--- src/rtl/core/pdc_pkg.sv ---
// Shared types, constants and register indexes for the pulse rate and duty capture block.
package pdc_pkg;

    // Field and counter widths
    localparam int CNT_W      = 16;
    localparam int DUTY_W     = 12;
    localparam int SCALE_W    = 12;
    localparam int SUM_W      = CNT_W + 1;
    localparam int PROD_W     = CNT_W + SCALE_W;
    localparam int QUO_W      = DUTY_W;
    localparam int STEP_W     = $clog2(QUO_W);
    localparam int CFG_IDX_W  = 3;
    localparam int CFG_DATA_W = 16;
    localparam int IN_DATA_W  = 8;
    localparam int OUT_DATA_W = 32;

    // Default queue depth between the front and back parts
    localparam int QUEUE_DEPTH_DEF = 2;

    // Register indexes on the configuration port
    localparam logic [CFG_IDX_W-1:0] CFG_MEASURE_MODE = 3'd0;
    localparam logic [CFG_IDX_W-1:0] CFG_GATE_TICKS   = 3'd1;
    localparam logic [CFG_IDX_W-1:0] CFG_IDLE_LIMIT   = 3'd2;
    localparam logic [CFG_IDX_W-1:0] CFG_PERIOD_LIMIT = 3'd3;
    localparam logic [CFG_IDX_W-1:0] CFG_DUTY_SCALE   = 3'd4;
    localparam logic [CFG_IDX_W-1:0] CFG_DUTY_OFFSET  = 3'd5;

    // Register reset values
    localparam logic [CNT_W-1:0]   GATE_TICKS_RST   = 16'd999;
    localparam logic [CNT_W-1:0]   IDLE_LIMIT_RST   = 16'd15000;
    localparam logic [CNT_W-1:0]   PERIOD_LIMIT_RST = 16'd60000;
    localparam logic [SCALE_W-1:0] DUTY_SCALE_RST   = 12'd1100;
    localparam logic [DUTY_W-1:0]  DUTY_OFFSET_RST  = 12'd25;

    // Measurement modes
    localparam logic MODE_PULSE = 1'b0;
    localparam logic MODE_DUTY  = 1'b1;

    // Input kinds
    localparam logic CMD_TICK = 1'b0;

    // Classified operation carried through the queue
    typedef enum logic [1:0] {
        OP_TICK,
        OP_PULSE,
        OP_RISE,
        OP_FALL
    } op_t;

    // Queue head as seen by the back part
    typedef struct packed {
        logic valid;
        op_t  op;
    } que_t;

    // Configuration register set
    typedef struct packed {
        logic               measure_mode;
        logic [CNT_W-1:0]   gate_ticks;
        logic [CNT_W-1:0]   idle_limit;
        logic [CNT_W-1:0]   period_limit;
        logic [SCALE_W-1:0] duty_scale;
        logic [DUTY_W-1:0]  duty_offset;
    } cfg_t;

    // Divider request and response
    typedef struct packed {
        logic             start;
        logic [CNT_W-1:0] hi;
        logic [CNT_W-1:0] lo;
    } div_req_t;

    typedef struct packed {
        logic              done;
        logic [DUTY_W-1:0] duty;
    } div_rsp_t;

    // Back part sequencer states
    typedef enum logic [1:0] {
        B_IDLE,
        B_DIV,
        B_EMIT
    } back_state_t;

    // Divider states
    typedef enum logic [1:0] {
        D_IDLE,
        D_RUN,
        D_FIN
    } div_state_t;

endpackage

--- src/rtl/core/pdc_front.sv ---
// Front part: accepts input items, classifies them and queues them for the back part.
module pdc_front
    import pdc_pkg::*;
#(
    parameter int QUEUE_DEPTH = QUEUE_DEPTH_DEF
)
(
    input  logic clk,
    input  logic rst_n,
    input  logic s_tvalid,
    output logic s_tready,
    input  logic s_tuser,
    input  logic pin_level,
    input  logic measure_mode,
    output que_t head,
    input  logic pop
);

    localparam int PTR_W = $clog2(QUEUE_DEPTH);
    localparam int FILL_W = $clog2(QUEUE_DEPTH + 1);

    op_t              slot_reg [QUEUE_DEPTH];
    logic [PTR_W-1:0] wr_ptr_reg;
    logic [PTR_W-1:0] wr_ptr_next;
    logic [PTR_W-1:0] rd_ptr_reg;
    logic [PTR_W-1:0] rd_ptr_next;
    logic [FILL_W-1:0] fill_reg;
    logic [FILL_W-1:0] fill_next;
    logic             push;
    logic             do_pop;
    op_t              op_in;

    // Classify the incoming item
    always_comb
    begin
        if (s_tuser == CMD_TICK)
        begin
            op_in = OP_TICK;
        end
        else if (measure_mode == MODE_PULSE)
        begin
            op_in = OP_PULSE;
        end
        else if (pin_level)
        begin
            op_in = OP_RISE;
        end
        else
        begin
            op_in = OP_FALL;
        end
    end

    assign s_tready   = (fill_reg != FILL_W'(QUEUE_DEPTH));
    assign push       = s_tvalid && s_tready;
    assign head.valid = (fill_reg != '0);
    assign head.op    = slot_reg[rd_ptr_reg];
    assign do_pop     = pop && head.valid;

    // Advance pointers and fill level
    always_comb
    begin
        wr_ptr_next = wr_ptr_reg;
        rd_ptr_next = rd_ptr_reg;
        fill_next   = fill_reg;
        if (push)
        begin
            wr_ptr_next = (wr_ptr_reg == PTR_W'(QUEUE_DEPTH - 1)) ? '0 : wr_ptr_reg + 1'b1;
        end
        if (do_pop)
        begin
            rd_ptr_next = (rd_ptr_reg == PTR_W'(QUEUE_DEPTH - 1)) ? '0 : rd_ptr_reg + 1'b1;
        end
        if (push && !do_pop)
        begin
            fill_next = fill_reg + 1'b1;
        end
        else if (!push && do_pop)
        begin
            fill_next = fill_reg - 1'b1;
        end
    end

    always_ff @(posedge clk or negedge rst_n)
    begin
        if (!rst_n)
        begin
            wr_ptr_reg <= '0;
            rd_ptr_reg <= '0;
            fill_reg   <= '0;
        end
        else
        begin
            wr_ptr_reg <= wr_ptr_next;
            rd_ptr_reg <= rd_ptr_next;
            fill_reg   <= fill_next;
        end
    end

    // Store the classified item
    always_ff @(posedge clk)
    begin
        if (push)
        begin
            slot_reg[wr_ptr_reg] <= op_in;
        end
    end

endmodule

--- src/rtl/core/pdc_div.sv ---
// Iterative duty divider: high*scale/(high+low), one quotient bit a cycle, then offset and clamp.
module pdc_div
    import pdc_pkg::*;
(
    input  logic               clk,
    input  logic               rst_n,
    input  div_req_t           req,
    input  logic [SCALE_W-1:0] duty_scale,
    input  logic [DUTY_W-1:0]  duty_offset,
    output div_rsp_t           rsp
);

    div_state_t        state_reg;
    div_state_t        state_next;
    logic [PROD_W-1:0] rem_reg;
    logic [PROD_W-1:0] rem_next;
    logic [PROD_W-1:0] dsh_reg;
    logic [PROD_W-1:0] dsh_next;
    logic [QUO_W-1:0]  quo_reg;
    logic [QUO_W-1:0]  quo_next;
    logic [STEP_W-1:0] step_reg;
    logic [STEP_W-1:0] step_next;
    logic              zero_reg;
    logic              zero_next;
    logic [SUM_W-1:0]  sum;
    logic              ge;

    assign sum = SUM_W'(req.hi) + SUM_W'(req.lo);
    assign ge  = (rem_reg >= dsh_reg);

    // Sequence the product, the restoring steps and the final clamp
    always_comb
    begin
        state_next = state_reg;
        rem_next   = rem_reg;
        dsh_next   = dsh_reg;
        quo_next   = quo_reg;
        step_next  = step_reg;
        zero_next  = zero_reg;
        rsp.done   = 1'b0;
        rsp.duty   = '0;
        unique case (state_reg)
            D_IDLE:
            begin
                if (req.start)
                begin
                    rem_next   = PROD_W'(req.hi) * PROD_W'(duty_scale);
                    dsh_next   = {sum, (QUO_W - 1)'(0)};
                    quo_next   = '0;
                    step_next  = STEP_W'(QUO_W - 1);
                    zero_next  = (sum == '0);
                    state_next = D_RUN;
                end
            end
            D_RUN:
            begin
                if (ge)
                begin
                    rem_next = rem_reg - dsh_reg;
                end
                quo_next = {quo_reg[QUO_W-2:0], ge};
                dsh_next = dsh_reg >> 1;
                if (step_reg == '0)
                begin
                    state_next = D_FIN;
                end
                else
                begin
                    step_next = step_reg - 1'b1;
                end
            end
            D_FIN:
            begin
                rsp.done = 1'b1;
                if (!zero_reg && (quo_reg > duty_offset))
                begin
                    rsp.duty = quo_reg - duty_offset;
                end
                state_next = D_IDLE;
            end
            default:
            begin
                state_next = D_IDLE;
            end
        endcase
    end

    always_ff @(posedge clk or negedge rst_n)
    begin
        if (!rst_n)
        begin
            state_reg <= D_IDLE;
        end
        else
        begin
            state_reg <= state_next;
        end
    end

    // Hold the working values
    always_ff @(posedge clk)
    begin
        rem_reg  <= rem_next;
        dsh_reg  <= dsh_next;
        quo_reg  <= quo_next;
        step_reg <= step_next;
        zero_reg <= zero_next;
    end

endmodule

--- src/rtl/core/pdc_back.sv ---
// Back part: carries out queued items on the counters and latches and drives the result register.
module pdc_back
    import pdc_pkg::*;
(
    input  logic                  clk,
    input  logic                  rst_n,
    input  que_t                  head,
    output logic                  pop,
    input  cfg_t                  cfg,
    output div_req_t              div_req,
    input  div_rsp_t              div_rsp,
    output logic                  m_tvalid,
    input  logic                  m_tready,
    output logic [CNT_W-1:0]      pulse_rate,
    output logic [DUTY_W-1:0]     duty_value
);

    back_state_t       state_reg;
    back_state_t       state_next;
    logic [CNT_W-1:0]  period_count_reg;
    logic [CNT_W-1:0]  period_count_next;
    logic [CNT_W-1:0]  idle_count_reg;
    logic [CNT_W-1:0]  idle_count_next;
    logic [CNT_W-1:0]  gate_count_reg;
    logic [CNT_W-1:0]  gate_count_next;
    logic [CNT_W-1:0]  edge_count_reg;
    logic [CNT_W-1:0]  edge_count_next;
    logic [CNT_W-1:0]  low_time_reg;
    logic [CNT_W-1:0]  low_time_next;
    logic [CNT_W-1:0]  rate_latch_reg;
    logic [CNT_W-1:0]  rate_latch_next;
    logic [DUTY_W-1:0] duty_latch_reg;
    logic [DUTY_W-1:0] duty_latch_next;
    logic              out_valid_reg;
    logic              out_valid_next;
    logic [CNT_W-1:0]  out_rate_reg;
    logic [CNT_W-1:0]  out_rate_next;
    logic [DUTY_W-1:0] out_duty_reg;
    logic [DUTY_W-1:0] out_duty_next;
    logic              out_free;
    logic              load;
    logic [SUM_W-1:0]  period_inc;
    logic [SUM_W-1:0]  idle_inc;
    logic [SUM_W-1:0]  gate_inc;

    assign out_free   = !out_valid_reg || m_tready;
    assign pop        = (state_reg == B_IDLE) && head.valid && out_free;
    assign period_inc = SUM_W'(period_count_reg) + 1'b1;
    assign idle_inc   = SUM_W'(idle_count_reg) + 1'b1;
    assign gate_inc   = SUM_W'(gate_count_reg) + 1'b1;

    assign m_tvalid   = out_valid_reg;
    assign pulse_rate = out_rate_reg;
    assign duty_value = out_duty_reg;

    // Carry out the head item and sequence the duty division
    always_comb
    begin
        state_next        = state_reg;
        period_count_next = period_count_reg;
        idle_count_next   = idle_count_reg;
        gate_count_next   = gate_count_reg;
        edge_count_next   = edge_count_reg;
        low_time_next     = low_time_reg;
        rate_latch_next   = rate_latch_reg;
        duty_latch_next   = duty_latch_reg;
        div_req.start     = 1'b0;
        div_req.hi        = period_count_reg;
        div_req.lo        = low_time_reg;
        load              = 1'b0;
        unique case (state_reg)
            B_IDLE:
            begin
                if (pop)
                begin
                    case (head.op)
                        OP_TICK:
                        begin
                            load = 1'b1;
                            if (period_inc > SUM_W'(cfg.period_limit))
                            begin
                                period_count_next = '0;
                                duty_latch_next   = '0;
                            end
                            else
                            begin
                                period_count_next = period_inc[CNT_W-1:0];
                            end
                            if (idle_inc > SUM_W'(cfg.idle_limit))
                            begin
                                idle_count_next = '0;
                                duty_latch_next = '0;
                                rate_latch_next = '0;
                            end
                            else
                            begin
                                idle_count_next = idle_inc[CNT_W-1:0];
                            end
                            if (gate_inc >= SUM_W'(cfg.gate_ticks))
                            begin
                                rate_latch_next = edge_count_reg;
                                edge_count_next = '0;
                                gate_count_next = '0;
                            end
                            else
                            begin
                                gate_count_next = gate_inc[CNT_W-1:0];
                            end
                        end
                        OP_PULSE:
                        begin
                            load            = 1'b1;
                            idle_count_next = '0;
                            if (edge_count_reg != '1)
                            begin
                                edge_count_next = edge_count_reg + 1'b1;
                            end
                        end
                        OP_RISE:
                        begin
                            load              = 1'b1;
                            idle_count_next   = '0;
                            low_time_next     = period_count_reg;
                            period_count_next = '0;
                        end
                        default:
                        begin
                            // Falling edge: hand the high time to the divider and start it
                            idle_count_next   = '0;
                            period_count_next = '0;
                            div_req.start     = 1'b1;
                            state_next        = B_DIV;
                        end
                    endcase
                end
            end
            B_DIV:
            begin
                if (div_rsp.done)
                begin
                    duty_latch_next = div_rsp.duty;
                    state_next      = B_EMIT;
                end
            end
            B_EMIT:
            begin
                if (out_free)
                begin
                    load       = 1'b1;
                    state_next = B_IDLE;
                end
            end
            default:
            begin
                state_next = B_IDLE;
            end
        endcase
    end

    // Update the result register
    always_comb
    begin
        out_valid_next = out_valid_reg && !m_tready;
        out_rate_next  = out_rate_reg;
        out_duty_next  = out_duty_reg;
        if (load)
        begin
            out_valid_next = 1'b1;
            out_rate_next  = rate_latch_next;
            out_duty_next  = duty_latch_next;
        end
    end

    always_ff @(posedge clk or negedge rst_n)
    begin
        if (!rst_n)
        begin
            state_reg        <= B_IDLE;
            period_count_reg <= '0;
            idle_count_reg   <= '0;
            gate_count_reg   <= '0;
            edge_count_reg   <= '0;
            low_time_reg     <= '0;
            rate_latch_reg   <= '0;
            duty_latch_reg   <= '0;
            out_valid_reg    <= 1'b0;
        end
        else
        begin
            state_reg        <= state_next;
            period_count_reg <= period_count_next;
            idle_count_reg   <= idle_count_next;
            gate_count_reg   <= gate_count_next;
            edge_count_reg   <= edge_count_next;
            low_time_reg     <= low_time_next;
            rate_latch_reg   <= rate_latch_next;
            duty_latch_reg   <= duty_latch_next;
            out_valid_reg    <= out_valid_next;
        end
    end

    // Hold the result payload
    always_ff @(posedge clk)
    begin
        out_rate_reg <= out_rate_next;
        out_duty_reg <= out_duty_next;
    end

endmodule

--- src/rtl/core/pulse_rate_and_duty_capture.sv ---
// Top level of the pulse rate and duty capture block: configuration registers and part wiring.
//
// Input items arrive on the s_ channel: s_tuser is the kind (0 timer tick, 1 sensor edge)
// and s_tdata[0] the pin level after an edge. Every item yields one result item on the
// m_ channel carrying the latched pulse rate and duty value.
// User writes configuration on cfg_we/cfg_index/cfg_data only with no item in flight; unenforced.
// The front part classifies each item against the measure mode and queues it
// (QUEUE_DEPTH entries); the back part carries it out on the counters and latches.
// Ticks, pulse edges and rising edges are registered in the queue, then in the result register
// that drives m_tvalid; a steady rate of one item a cycle is possible while m_tready stays high.
// A falling edge in duty mode runs the iterative divider, one quotient bit a cycle over
// 12 bits; after that item is accepted, the divider is started, forms the quotient bits, then
// offsets and clamps the result, and B_EMIT loads the result register that drives m_tvalid.
// The result register parts the two sides: when m_tready is low the result is held and
// the queue keeps taking items until it is full, then s_tready falls.
// Reset clears all counters and latches and loads the documented register defaults.
module pulse_rate_and_duty_capture
    import pdc_pkg::*;
#(
    parameter int QUEUE_DEPTH = QUEUE_DEPTH_DEF
)
(
    input  logic                  clk,
    input  logic                  rst_n,
    input  logic                  s_tvalid,
    output logic                  s_tready,
    input  logic [IN_DATA_W-1:0]  s_tdata,   // [0] pin_level, [7:1] zero
    input  logic                  s_tuser,   // [0] cmd
    output logic                  m_tvalid,
    input  logic                  m_tready,
    output logic [OUT_DATA_W-1:0] m_tdata,   // [15:0] pulse_rate, [27:16] duty_value, [31:28] zero
    input  logic                  cfg_we,
    input  logic [CFG_IDX_W-1:0]  cfg_index,
    input  logic [CFG_DATA_W-1:0] cfg_data
);

    cfg_t              cfg_reg;
    cfg_t              cfg_next;
    que_t              head;
    logic              pop;
    div_req_t          div_req;
    div_rsp_t          div_rsp;
    logic [CNT_W-1:0]  pulse_rate;
    logic [DUTY_W-1:0] duty_value;

    // Decode configuration writes
    always_comb
    begin
        cfg_next = cfg_reg;
        if (cfg_we)
        begin
            unique case (cfg_index)
                CFG_MEASURE_MODE: cfg_next.measure_mode = cfg_data[0];
                CFG_GATE_TICKS:   cfg_next.gate_ticks   = cfg_data;
                CFG_IDLE_LIMIT:   cfg_next.idle_limit   = cfg_data;
                CFG_PERIOD_LIMIT: cfg_next.period_limit = cfg_data;
                CFG_DUTY_SCALE:   cfg_next.duty_scale   = cfg_data[SCALE_W-1:0];
                CFG_DUTY_OFFSET:  cfg_next.duty_offset  = cfg_data[DUTY_W-1:0];
                default:          cfg_next = cfg_reg;
            endcase
        end
    end

    always_ff @(posedge clk or negedge rst_n)
    begin
        if (!rst_n)
        begin
            cfg_reg.measure_mode <= MODE_PULSE;
            cfg_reg.gate_ticks   <= GATE_TICKS_RST;
            cfg_reg.idle_limit   <= IDLE_LIMIT_RST;
            cfg_reg.period_limit <= PERIOD_LIMIT_RST;
            cfg_reg.duty_scale   <= DUTY_SCALE_RST;
            cfg_reg.duty_offset  <= DUTY_OFFSET_RST;
        end
        else
        begin
            cfg_reg <= cfg_next;
        end
    end

    pdc_front #(
        .QUEUE_DEPTH (QUEUE_DEPTH)
    ) u_front (
        .clk          (clk),
        .rst_n        (rst_n),
        .s_tvalid     (s_tvalid),
        .s_tready     (s_tready),
        .s_tuser      (s_tuser),
        .pin_level    (s_tdata[0]),
        .measure_mode (cfg_reg.measure_mode),
        .head         (head),
        .pop          (pop)
    );

    pdc_div u_div (
        .clk         (clk),
        .rst_n       (rst_n),
        .req         (div_req),
        .duty_scale  (cfg_reg.duty_scale),
        .duty_offset (cfg_reg.duty_offset),
        .rsp         (div_rsp)
    );

    pdc_back u_back (
        .clk        (clk),
        .rst_n      (rst_n),
        .head       (head),
        .pop        (pop),
        .cfg        (cfg_reg),
        .div_req    (div_req),
        .div_rsp    (div_rsp),
        .m_tvalid   (m_tvalid),
        .m_tready   (m_tready),
        .pulse_rate (pulse_rate),
        .duty_value (duty_value)
    );

    // Pack the result item
    assign m_tdata = {(OUT_DATA_W - CNT_W - DUTY_W)'(0), duty_value, pulse_rate};

endmodule
--- config.mk ---
export PLATFORM = sky130hd
export DESIGN_NAME = pulse_rate_and_duty_capture
export DESIGN_NICKNAME = d
export VERILOG_FILES = /design/src/rtl/core/pdc_pkg.sv /design/src/rtl/core/pdc_front.sv /design/src/rtl/core/pdc_div.sv /design/src/rtl/core/pdc_back.sv /design/src/rtl/core/pulse_rate_and_duty_capture.sv
export SDC_FILE = /design/constraint.sdc
export NUM_CORES = 1
export LEC_CHECK = 0
export BUFFER_PORTS_ARGS = -buffer_cell sky130_fd_sc_hd__buf_2
export CORE_MARGIN = 2
export CORE_UTILIZATION = 30
export CTS_CLUSTER_SIZE = 14
export DETAILED_ROUTE_END_ITERATION = 12
export GPL_TIMING_DRIVEN = 0
export PLACE_DENSITY = 0.48
export SETUP_SLACK_MARGIN = 0.5
export SLEW_MARGIN = 20
export SYNTH_ARGS = -nofsm -noshare
export SYNTH_HDL_FRONTEND = slang
export SYNTH_SLANG_ARGS = --single-unit
--- constraint.sdc ---
create_clock -name clk -period 13.1 [get_ports clk]
set_clock_uncertainty 0.15 [all_clocks]
set_input_delay 0.655 -clock clk [delete_from_list [all_inputs] [get_ports clk]]
set_output_delay 0.655 -clock clk [all_outputs]
set_load 0.005 [all_outputs]
==> results of run 1 <==
==> cell type report <==
type	instances	area, sq um
plain buffers	96	387.9
inverters	294	1104
clock buffers	51	1070
flip-flops and latches	295	7944
multi-input cells	1617	12950
fillers	7624	48710
clock inverters	18	279.0
well taps	969	1212
repair buffers	61	420.4
==> what timing repair did <==
item / 4_1_cts / 5_1_grt
hold buffers: 1 / 0
hold endpoints to repair: 20 / 0
buffers inserted: 0 / 0
gates resized for setup: 0 / 0
endpoints found under the setup margin: 0 / 0
==> critical path: cells and delay by family, from the launching register on <==
family                     cells  cell delay, ns
buffers and inverters          5            1.26
and+or+nand+nor                1            0.15
muxes                          1            0.08
DFF                            1            0.42
AOI/OAI and AO/OA              6            1.54
adders and majority gates      6            2.95
xor gates and xnor gates       1            0.17
==> worst max-delay path by stage <==
stage                                                  startpoint                     endpoint  slack, ns  cells after the start
after floorplan            u_back.period_count_reg[2]$_DFFE_PN0P_  u_div.rem_reg[26]$_DFFE_PP_       7.18                     20
after global placement    u_back.period_count_reg[13]$_DFFE_PN0P_  u_div.rem_reg[25]$_DFFE_PP_       6.16                     20
after detailed placement  u_back.period_count_reg[13]$_DFFE_PN0P_  u_div.rem_reg[25]$_DFFE_PP_       6.11                     20
after CTS                 u_back.period_count_reg[13]$_DFFE_PN0P_  u_div.rem_reg[25]$_DFFE_PP_       6.09                     20
after global routing      u_back.period_count_reg[13]$_DFFE_PN0P_  u_div.rem_reg[25]$_DFFE_PP_       5.66                     20
final                     u_back.period_count_reg[13]$_DFFE_PN0P_  u_div.rem_reg[25]$_DFFE_PP_       6.09                     20
==> cells by family (layout without fill, tap and decap cells) <==
family	count (synthesis)	after routing
AO/OA/AOI/OAI	437	437
XOR/XNOR	109	109
adder cells (fa/ha/maj)	319	319
buffers and inverters	390	520
flip-flops	295	295
multiplexers	71	71
other	1	4
AND/OR/NAND/NOR	677	677
==> cell usage after synthesis, drive strengths merged, types with 19 or more instances <==
master | n | area share [%]
a21o | 23 | 0.81
a21oi | 95 | 2.1
a22o | 29 | 1.1
and2 | 86 | 2.4
and3 | 19 | 0.54
clkbuf | 83 | 1.4
dfrtp | 161 | 18
dfstp | 29 | 3.4
edfxtp | 105 | 14
fa | 143 | 13
ha | 176 | 9.9
inv | 294 | 4.9
mux2 | 62 | 3.1
nand2 | 296 | 5.0
nand2b | 20 | 0.56
nand3 | 44 | 0.99
nand4 | 32 | 0.90
nor2 | 98 | 1.7
nor3 | 22 | 0.49
o21a | 27 | 0.91
o21ai | 137 | 3.1
xnor2 | 63 | 2.5
xor2 | 46 | 1.8
==> per-stage QoR <==
stage                     cells  instance area (sq um)  setup WS (ns)  hold WS [ns]  utilization, %
after floorplan            2302                  22350          7.176        0.2094               -
final                      3401                  25360          6.093        0.2384           34.24
after global routing       3401                  25360          5.660        0.2224           34.24
after CTS                  3401                  25360          6.085        0.2148           34.24
after global placement     3326                  23840          6.164        0.3257           32.18
after detailed placement   3331                  24000          6.114        0.3328           32.40
==> routing by layer <==
metal / GRT usage, % / part of all wire (%)
met5: 0 / 0
met4: 5.142 / 3.0
met3: 2.464 / 3.5
met2: 26.93 / 47
met1: 21.43 / 47
==> report_power, final <==
part           internal (uW)  switching [uW]  total, uW  leakage [uW]
combinational            730            1180       1910       0.00750
sequential              1280             128       1410       0.00345
clock                    696             431       1130      0.000655
total                   2700            1740       4440        0.0116
==> results.ini, run 1 <==
[critical_path]
r2r_cells=20
critPathMaxFanout=10
crit_slowest_cell=clkbuf_1
regToRegEndpoint=u_div.rem_reg[25]$_DFFE_PP_
critPathMaxStageDelay_ns=0.61
r2r_slack_ns=6.09
cp_cell_sequence=clkbuf_1 -> buf_1 -> nand2_1 -> fa_1 -> inv_1 -> fa_1 -> fa_1 -> fa_1 -> inv_1 -> fa_1 -> inv_1 -> ha_1 -> a211oi_1 -> o21ai_0 -> a311o_1 -> a31o_2 -> a21oi_1 -> a21oi_1 -> xnor2_1 -> mux2i_1
arrival_ns=7.13
cp_data_required_time_ns=13.23
critPathKind=reg -> reg
cp-start-kind=flop
r2r_start=u_back.period_count_reg[13]$_DFFE_PN0P_
end_kind=flop
crit_top_cell=fa_1

[worst_hold_path]
min_from=cfg_data[7]
hp-class=in -> reg
hold_end=cfg_reg[63]$_DFFE_PN1P_
holdPathStages=3

[synthesis]
synth_area_sq_um=22340
synthAdderAreaFrac_pct=22.67
ys_seq_area_share_pct=35.56
synthXorXnorAreaFrac_pct=4.274
synth_simple_gate_area_share_pct=14.49
synth_top_family_by_area=adder cells
synth_warnings=0
ys_ff_latch=295
synth_cell_types=79
synthMuxAreaShare_pct=3.529
synth-async-reset-ratio_pct=64.41
syn_inst=2299
synth-compound-area-share_pct=12.78
synth_top_flop_cell=dfrtp_1
synth_edf_count=105
syn_avg_cell_area_sq_um=9.716

[cts]
path_clk_slew_ns=0.06
cts_root_buffer=clkbuf_16
clockBufferDepth=3
htree_levels=2
cts_buffers=38
cts_tree=done
cts_sinks=295
clk_latency_ns=0.57

[floorplanning]
rows=100
start_util_pct=30.16
die_y_microns=276.9
dieArea_sq_um=76660
dieWidth_microns=276.9
coreArea_sq_um=74070
ioPinCount=67

[sta]
fmax_ghz=0.1427
hold_viol_final=0
slew_headroom_pct=24.60
layout_min_cycle_time_ns=7.007
rsz0062_at_grt=no
min_period_over_period_pct=53.48
worst_slew_pin_slew_ns=1.116
maxSlewViolCount=0
tns_ns=0
finalSetupViolations=0

[detailed_routing]
num_vias=16620
wire_per_inst_microns=18.06
drtIter0Drc=813
firstDrtPassIters=5
drc=0
via_per_inst=4.885
routed_wl_mm=61.44
ant_nets=0

[status]
status=finished, final reports clean

[power_and_ir_drop]
cellPowerDensity_nw_per_um2=175.0
vdd_drop_max_v=0.0001422
leakagePower_uw=0.01160
fin_total_pwr_uw=4439

[grt]
grt_max_degree=90
grt_pass1_vias=17480
overflow=0
grtUsageTotal_pct=16.13
antenna_found_initial=1
grt_pass1_wl_mm=98.32

[placed_design]
gp_congestion=0.8404
hpwl_mm=48.10
portBuffers=55

[cells_and_area]
largest_reg_flops=73
drive_gt1_share_pct=10.20
layout_commonest_cell=nand2_1
final_cell_mix=nand2_1 (296), inv_1 (294), ha_1 (176), dfrtp_1 (161), fa_1 (143)
final_nets=2755
area_growth_pct=13.55
antennaDiodeCount=0

[flow_run]
max-cap-violations=0

Power figures use the tool's default switching activity.
==> run 2: changes to the inputs <==
==> constraint.sdc (replaced) <==
create_clock -name clk -period 6.5 [get_ports clk]
set_clock_uncertainty 0.15 [all_clocks]
set_input_delay 0.325 -clock clk [delete_from_list [all_inputs] [get_ports clk]]
set_output_delay 0.325 -clock clk [all_outputs]
set_load 0.005 [all_outputs]
==> run 2 against run 1 <==
Compared with the run above: combinational power grew 110%; first-iteration DRC count shrank 8.6%; final area grew 3.6%; critical path type unchanged; critical endpoint is now u_div.rem_reg[26]$_DFFE_PP_.
==> results.ini, run 2 (synthesized netlist as in run 1, its figures left out) <==
[floorplanning]
rows=100  ; unchanged
dieWidth_microns=276.9  ; unchanged
start_util_pct=30.16  ; unchanged
ioPinCount=67  ; unchanged
coreArea_sq_um=74070  ; unchanged
dieArea_sq_um=76660  ; unchanged
die_y_microns=276.9  ; unchanged

[grt]
grt_pass1_vias=17710  ; was 17480
grt_max_degree=90  ; unchanged
overflow=0  ; unchanged
antenna_found_initial=0  ; was 1
grtUsageTotal_pct=16.30  ; was 16.13%
grt_pass1_wl_mm=99.59  ; was 98.32 mm

[sta]
hold_viol_final=0  ; unchanged
finalSetupViolations=0  ; unchanged
fmax_ghz=0.1714  ; was 0.1427 GHz
layout_min_cycle_time_ns=5.835  ; was 7.007 ns
worst_slew_pin_slew_ns=1.082  ; was 1.116 ns
worst_slack_ns=0.6649  ; was 6.093 ns
maxSlewViolCount=0  ; unchanged
worst_hold_slack_ns=0.07182  ; was 0.2384 ns
min_period_over_period_pct=89.77  ; was 53.48%
rsz0062_at_grt=yes  ; was no
slew_headroom_pct=26.90  ; was 24.60%

[detailed_routing]
firstDrtPassIters=5  ; unchanged
routed_wl_mm=62.24  ; was 61.44 mm
ant_nets=0  ; unchanged
wire_per_inst_microns=18.04  ; was 18.06 microns
num_vias=16950  ; was 16620
drtIter0Drc=743  ; was 813
drc=0  ; unchanged
via_per_inst=4.910  ; was 4.885

[cells_and_area]
drive_gt1_share_pct=14.30  ; was 10.20%
final_cell_area_sq_um=26280  ; was 25360 sq um
antennaDiodeCount=0  ; unchanged
final_cell_mix=nand2_1 (296), inv_1 (291), ha_1 (167), dfrtp_1 (151), fa_1 (142)  ; was nand2_1 (296), inv_1 (294), ha_1 (176), dfrtp_1 (161), fa_1 (143)
layout_commonest_cell=nand2_1  ; unchanged
final_nets=2805  ; was 2755
area_growth_pct=17.63  ; was 13.55%
largest_reg_flops=73  ; unchanged
layout.cells.non_filler=3451  ; was 3401

[cts]
htree_levels=2  ; unchanged
cts_root_buffer=clkbuf_16  ; unchanged
cts_buffers=38  ; unchanged
clockBufferDepth=3  ; unchanged
clk_latency_ns=0.57  ; about the same
cts_tree=done  ; unchanged
path_clk_slew_ns=0.06  ; about the same
cts_sinks=295  ; unchanged

[power_and_ir_drop]
fin_total_pwr_uw=9045  ; was 4439 uW
vdd_drop_max_v=0.0002869  ; was 0.0001422 V
leakagePower_uw=0.01202  ; was 0.01160 uW
cellPowerDensity_nw_per_um2=344.2  ; was 175.0 nW/um^2

[critical_path]
cp_data_required_time_ns=6.64  ; was 13.23 ns
critPathMaxFanout=10  ; unchanged
cp-start-kind=flop  ; unchanged
critPathKind=reg -> reg  ; unchanged
arrival_ns=5.98  ; was 7.13 ns
end_kind=flop  ; unchanged

[placed_design]
placed_cells=3331  ; unchanged
pre_cts_ws_ns=-0.4863  ; was 6.114 ns
post_dp_cell_area_sq_um=24000  ; unchanged
gp_congestion=0.8404  ; unchanged
hpwl_mm=48.10  ; unchanged
portBuffers=55  ; unchanged

[flow_run]
max-cap-violations=0  ; unchanged

[worst_hold_path]
hp-class=in -> reg  ; unchanged

[status]
status=finished, final reports clean  ; unchanged

==> run 2: changes by cell type in the layout (fill, tap and decap cells not counted), moves of 10 or more <==
cell           previous run  this run
buf_4                     4        36
clkbuf_1                 89        46
clkbuf_8                  7        24
dfrtp_1                 161       151
dfrtp_2                   0        10
dlygate4sd3_1             1        23
==> run 2: where the power goes <==
part	leakage [uW]	internal [uW]	switching (uW)
clock	0.000655	1400	868
combinational	0.00793	1540	2420
sequential	0.00344	2580	230
total	0.0120	5520	3520
==> run 2: critical path, cell delays in order, from the launching register on <==
cell	delay, ns
dfrtp_2	0.40
clkbuf_8	0.18
and2_1	0.16
fa_1	0.51
inv_1	0.06
fa_1	0.55
inv_1	0.06
fa_1	0.46
fa_1	0.55
inv_1	0.07
fa_1	0.54
inv_1	0.06
ha_4	0.27
a211oi_4	0.26
nor2_2	0.08
nor3_2	0.20
o21ai_1	0.10
o41a_1	0.44
and4b_1	0.20
o32a_1	0.27
==> run 2: area by class of cell <==
class | instances | area, sq um
clock inverter | 18 | 279.0
inverter | 294 | 1104
multi-input combinational | 1617 | 13090
clock buffer | 51 | 1070
fill | 7535 | 47790
sequential | 295 | 7956
tap | 969 | 1212
buffer | 96 | 713.2
timing repair buffer | 111 | 850.8
==> run 2: worst paths after layout <==
check / start / end / slack, ns / cells after the start
setup reg to reg: u_back.period_count_reg[8]$_DFFE_PN0P_ / u_div.rem_reg[26]$_DFFE_PP_ / 0.66 / 19
hold / removal: cfg_index[2] / cfg_reg[72]$_DFFE_PN0P_ / 0.07 / 3
hold reg to reg: u_front.wr_ptr_reg$_DFFE_PN0P_ / u_front.wr_ptr_reg$_DFFE_PN0P_ / 0.35 / 1
max in group asynchronous: rst_n / u_back.rate_latch_reg[7]$_DFF_PN0_ / 4.37 / 4
setup / recovery: u_back.period_count_reg[8]$_DFFE_PN0P_ / u_div.rem_reg[26]$_DFFE_PP_ / 0.66 / 19
min in group asynchronous: rst_n / u_back.rate_latch_reg[8]$_DFF_PN0_ / 0.52 / 3
==> run 2: metal layers <==
layer,routed length [microns],up-vias,global-route usage [%]
met5,0,-,0
met4,1644,0,4.724
met3,2079,88,2.177
met2,29590,319,27.60
met1,28930,8442,21.73
li1,-,8096,-
==> run 2: timing repair <==
item / in CTS / in global routing
setup buffers: 16 / 12
hold buffers: 23 / 0
setup endpoints to repair: 14 / 9
hold endpoints to repair: 166 / 0
gates resized for setup: 125 / 54
pin swaps: 9 / 21
cloned: 0 / 0
==> run 2: metrics by stage <==
step	util, %	TNS (ns)
floorplan	-	0
global placement	32.18	-2.125
detailed placement	32.40	-2.682
global route	35.47	0
finish	35.47	0
CTS	35.19	0
